===== config.mk =====
export PLATFORM = sky130hd
export DESIGN_NAME = afs_div
export DESIGN_NICKNAME = d
export VERILOG_FILES = /design/src/hw/rtl/afs_pkg.sv /design/src/hw/rtl/afs_div.sv
export VERILOG_INCLUDE_DIRS = /design/src /design/src/hw/rtl
export SDC_FILE = /design/constraint.sdc
export NUM_CORES = 1
export LEC_CHECK = 0
export ABC_CLOCK_PERIOD_IN_PS = 7500
export BUFFER_PORTS_ARGS = -buffer_cell sky130_fd_sc_hd__buf_2
export CAP_MARGIN = 15
export CORE_MARGIN = 10
export CORE_UTILIZATION = 33
export CTS_CLUSTER_SIZE = 12
export DETAILED_ROUTE_END_ITERATION = 8
export HOLD_SLACK_MARGIN = 0.1
export PLACE_DENSITY = 0.55
export SLEW_MARGIN = 0
export SYNTH_ARGS = -nofsm -noshare
export SYNTH_HDL_FRONTEND = slang
export SYNTH_SLANG_ARGS = --single-unit

===== constraint.sdc =====
create_clock -name clk -period 7.5 [get_ports clk]
set_clock_uncertainty 0.1 [all_clocks]
set_input_delay 0.75 -clock clk [delete_from_list [all_inputs] [get_ports clk]]
set_output_delay 0.75 -clock clk [all_outputs]
set_load 0.01 [all_outputs]

===== src/hw/rtl/assert_macros.svh =====
// Assertion macros shared by the animation frame sequencer RTL.
// No dependencies; the bodies are empty when SYNTHESIS is defined.
`ifndef ASSERT_MACROS_SVH
`define ASSERT_MACROS_SVH
`ifndef SYNTHESIS
`define AFS_ASSERT(lbl, clk, rst, prop) \
  lbl: assert property (@(posedge clk) disable iff (rst) prop) \
    else $error("assertion failed");
`define AFS_NEVER(lbl, clk, rst, cond) \
  lbl: assert property (@(posedge clk) disable iff (rst) !(cond)) \
    else $error("forbidden condition seen");
`else
`define AFS_ASSERT(lbl, clk, rst, prop)
`define AFS_NEVER(lbl, clk, rst, cond)
`endif
`endif


===== src/hw/rtl/afs_pkg.sv =====
// Types and constants of the animation frame sequencer.
// No dependencies; used by afs_div and animation_frame_sequencer.
package afs_pkg;

  localparam int MAX_FRAMES_DEF = 256;
  localparam int FRAC_BITS_DEF  = 16;

  localparam int FRAMES_W   = 9;
  localparam int SLOT_W     = 8;
  localparam int DELAY_W    = 16;
  localparam int ELAPSED_W  = 40;
  localparam int ACC_W      = 48;
  localparam int SPEED_W    = 16;
  localparam int CFG_IDX_W  = 2;
  localparam int CFG_DATA_W = 16;

  localparam logic [CFG_IDX_W-1:0] CFG_FRAMES   = 2'd0;
  localparam logic [CFG_IDX_W-1:0] CFG_FALLBACK = 2'd1;
  localparam logic [CFG_IDX_W-1:0] CFG_SPEED    = 2'd2;
  localparam logic [CFG_IDX_W-1:0] CFG_MIN      = 2'd3;

  localparam logic REQ_WRITE   = 1'b0;
  localparam logic REQ_ADVANCE = 1'b1;

  localparam logic [FRAMES_W-1:0] FALLBACK_RST = 9'd0;
  localparam logic [DELAY_W-1:0]  FALLBACK_DEF = 16'd100;
  localparam logic [SPEED_W-1:0]  SPEED_ONE    = 16'd256;

  typedef struct packed {
    logic                 req_type;
    logic [SLOT_W-1:0]    frame_slot;
    logic [DELAY_W-1:0]   frame_delay_ms;
    logic [ELAPSED_W-1:0] elapsed_q16;
    logic [SLOT_W-1:0]    seed_frame;
  } req_t;

  typedef struct packed {
    logic [SLOT_W-1:0] frame_index;
    logic              presentation_changed;
    logic              rejected;
  } res_t;

  typedef struct packed {
    logic             start;
    logic [ACC_W-1:0] dividend;
    logic [ACC_W-1:0] divisor;
  } div_req_t;

  typedef struct packed {
    logic             done;
    logic [ACC_W-1:0] quo;
    logic [ACC_W-1:0] rem;
  } div_rsp_t;

endpackage


===== src/hw/rtl/afs_div.sv =====
// Restoring divider, one quotient bit per cycle, giving quotient and remainder.
// Depends on afs_pkg and assert_macros.svh.
`include "assert_macros.svh"
module afs_div (
  input  logic              clk,
  input  logic              rst,
  input  afs_pkg::div_req_t req,
  output afs_pkg::div_rsp_t rsp
);

  localparam int W     = afs_pkg::ACC_W;
  localparam int CNT_W = $clog2(W + 1);

  logic             busy;
  logic [CNT_W-1:0] cnt;
  logic [W-1:0]     quo;
  logic [W-1:0]     rem;
  logic [W-1:0]     dvs;
  logic             done;
  logic [W:0]       trial;
  logic [W:0]       diff;
  logic             ge;

  assign trial = {rem, quo[W-1]};
  assign diff  = trial - {1'b0, dvs};
  assign ge    = trial >= {1'b0, dvs};

  always_ff @(posedge clk) begin
    if (rst) begin
      busy <= 1'b0;
      done <= 1'b0;
    end else begin
      done <= 1'b0;
      if (req.start) begin
        quo  <= req.dividend;
        rem  <= '0;
        dvs  <= req.divisor;
        cnt  <= CNT_W'(W);
        busy <= 1'b1;
      end else if (busy) begin
        rem <= ge ? diff[W-1:0] : trial[W-1:0];
        quo <= {quo[W-2:0], ge};
        cnt <= cnt - 1'b1;
        if (cnt == CNT_W'(1)) begin
          busy <= 1'b0;
          done <= 1'b1;
        end
      end
    end
  end

  assign rsp.done = done;
  assign rsp.quo  = quo;
  assign rsp.rem  = rem;

  `AFS_NEVER(a_start_while_busy, clk, rst, req.start && busy)
  `AFS_ASSERT(a_done_after_busy, clk, rst, done |-> $past(busy))
  `AFS_NEVER(a_busy_count_zero, clk, rst, busy && cnt == '0)

endmodule


==> reports/metrics.yaml <==
timing:
  period_needed_ps: 4180
  max_clock_freq_ghz: 0.239
  setup_slack_ps: 3320
  whs_ps: 385
  maxSlewViolCount: 0
  final.period_utilization_pct: 55.7
  slew_headroom_pct: 48.9
  finalSetupTns_ps: 0
  rsz0062_at_grt: "no"
  worstMarginPinSlew_ps: 747
  finalHoldViolCount: 0
  setup_violations: 0
route:
  routed_wl_um: 26700
  ant_nets: 0
  routedWlPerCell_um: 19.1
  drt-pass1-iter-count: 4
  drc: 0
  viasPerCell: 5.04
  dr.first_iter.drc_count: 320
  num_vias: 7031
clocking:
  cts_inserted_buffers: 17
  cts.sinks: 152
  clk_pin_slew_ps: 70
  cts_tree: "built"
  hold_buffers: 0
  clockRootBuffer: "clkbuf_16"
  clk_latency_ps: 430
  post_cts.repair.setup_buffers: 0
  clockBufferDepth: 2
  post_cts_resize_count: 0
  cts_max_level: 4
finish:
  fillCellCount: 2692
  seqCellArea_um2: 4540
  final_common_cell: "buf_2"
  multiInputGateArea_um2: 4160
  drive_gt1_share_pct: 29.2
  final_area_um2: 11000
  final_cell_count_no_fill: 1396
  num-nets-final: 1158
  final_cell_mix: "buf_2, edfxtp_1, nor2_1"
  final_util_pct: 40.5
  syn2layout_area_growth_pct: 20.0
floorplan:
  start_util_pct: 33.8
  die_w_um: 187
  die_h_um: 187
  fp.coreArea_um2: 27200
  ioPinCount: 196
  rows: 60
  die_area_um2: 34900
synth:
  ys.flop_type: "edfxtp_1"
  synth_nets: 981
  async_reset_ff_share_pct: 0
  synth.distinct_cells: 69
  synth_cells: 831
  synth_area_um2: 9180
  yosysSeqAreaShare_pct: 49.5
  synth-edff-count: 150
  ys_ff_latch: 152
  yosysWarnings: 0
  avgSynthCellArea_um2: 11.0
worst_setup_path:
  path_cells: "ha_1, nand4_1, nor4_1, a21oi_1, a2111oi_0, a221oi_1, a21oi_1, or2_2, buf_4, mux2i_1, nor2_1"
  worstSetupPathType: "register to register"
  worst-path-max-fanout: 24
  cp-end-kind: "register"
  crit_top_cell: "a21oi_1"
  worst_ep_arrival_time_ps: 4230
  cpPeakStageDelay_ps: 530
  slowest_stage: "or2_2"
  start_kind: "register"
  required_ps: 7550
global_route:
  grt_usage_pct: 15.1
  grt_pass1_wl_um: 42100
  antenna_found_initial: 11
  grt_pass1_vias: 7399
  use_met3_pct: 6.03
  grt_max_degree: 86
  grt_overflow: 0
  use_met1_pct: 18.7
  top_usage_layer: "met2"
  grt_use_met2_pct: 23.8
placed_design:
  dp_hpwl_um: 20300
  placed_cell_area_um2: 10400
  dp_slack_ps: 3310
  gp_congestion: 0.890
  port-buffer-count: 195
  dp.cells: 1360
pwr:
  power.density_nw_per_um2: 242
  leakage_nw: 4.70
  ir_drop_mv: 0.142
  power.total_mw: 2.66
run_status:
  outcome: "finished clean"
worst_hold_path:
  hold_path_class: "input pin to register"
flow_run:
  maxCapViolCount: 0
## layer usage
metal / share of wire, % / vias to the layer above
li1: - / 3430
met1: 45 / 3333
met2: 46 / 221
met3: 7.9 / 33
met4: 1.2 / 14
met5: 0.33 / -
## cell usage after synthesis, drive strengths merged (2+ instances only)
| library cell | number | area, um2 |
|---|---|---|
| edfxtp | 150 | 4500 |
| nor2 | 90 | 348 |
| a21oi | 63 | 315 |
| inv | 63 | 236 |
| ha | 50 | 626 |
| mux2 | 48 | 541 |
| nand2 | 38 | 143 |
| mux2i | 32 | 320 |
| o21ai | 32 | 164 |
| xnor2 | 26 | 228 |
| buf | 22 | 176 |
| a21o | 20 | 150 |
| clkbuf | 20 | 76.3 |
| nand4 | 19 | 131 |
| xor2 | 18 | 158 |
| nor3 | 16 | 85.1 |
| o21bai | 14 | 105 |
| nand3 | 13 | 65.1 |
| a211oi | 9 | 82.6 |
| and3 | 8 | 50.1 |
| a31oi | 7 | 43.8 |
| o21a | 7 | 52.6 |
| a22o | 6 | 52.6 |
| or2 | 5 | 31.3 |
| a2111oi | 4 | 41.3 |
| a311oi | 4 | 41.3 |
| nor2b | 4 | 25.0 |
| a21boi | 3 | 22.5 |
| o31ai | 3 | 22.5 |
| a211o | 2 | 17.5 |
| a22oi | 2 | 15.0 |
| a311o | 2 | 20.0 |
| and4 | 2 | 17.5 |
| dfxtp | 2 | 40.0 |
| nand2b | 2 | 12.5 |
| nor4 | 2 | 12.5 |
| o211a | 2 | 20.0 |
| o211ai | 2 | 15.0 |
| o2bb2ai | 2 | 17.5 |
| or4 | 2 | 15.0 |
## path summary, 6_finish.rpt
check	start	end	slack [ps]	cells after the start
worst max-delay path	rem[18]	rem[30]	3320	11
worst min register to register	busy	done	410	1
worst min-delay path	req[14]	dvs[14]	390	1
worst max register to register	rem[18]	rem[30]	3320	11
## critical path: cells and delay by family, from the launching register on
| family | cells | cell delay, ps |
|---|---|---|
| and+or+nand+nor | 4 | 1260 |
| AOI/OAI and AO/OA | 4 | 860 |
| buffers and inverters | 1 | 500 |
| adders and majority gates | 1 | 480 |
| DFF | 1 | 410 |
| muxes | 1 | 260 |
## flip-flops by register name (all words and copies together), names as in the netlist
signal	flops
busy	1
cnt	6
done	1
dvs	48
quo	48
rem	48
## final cells by class
type	count	share of cell area (%)
Sequential cell	152	41.3
Multi-Input combinational cell	574	37.8
Tap cell	372	4.23
Clock inverter	13	1.19
Clock buffer	18	3.90
Timing Repair Buffer	200	9.41
Inverter	63	2.15
Antenna cell	4	0.0909
## where the power goes
| group | internal, mW | switching, mW |
|---|---|---|
| Combinational | 0.305 | 0.435 |
| Clock | 0.486 | 0.362 |
| Sequential | 1.03 | 0.0448 |
| Total | 1.82 | 0.842 |
## cells by family (layout without fill, tap and decap cells)
group	count (synthesis)	after routing	share of synthesized area, %
and+or+nand+nor	205	205	10.5
DFF	152	152	49.5
xor gates and xnor gates	44	44	4.20
adders and majority gates	51	51	7.03
buffers and inverters	105	294	5.33
other	0	4	0
AOI/OAI and AO/OA	194	194	14.0
muxes	80	80	9.38
(Power assumes the default switching activity.)
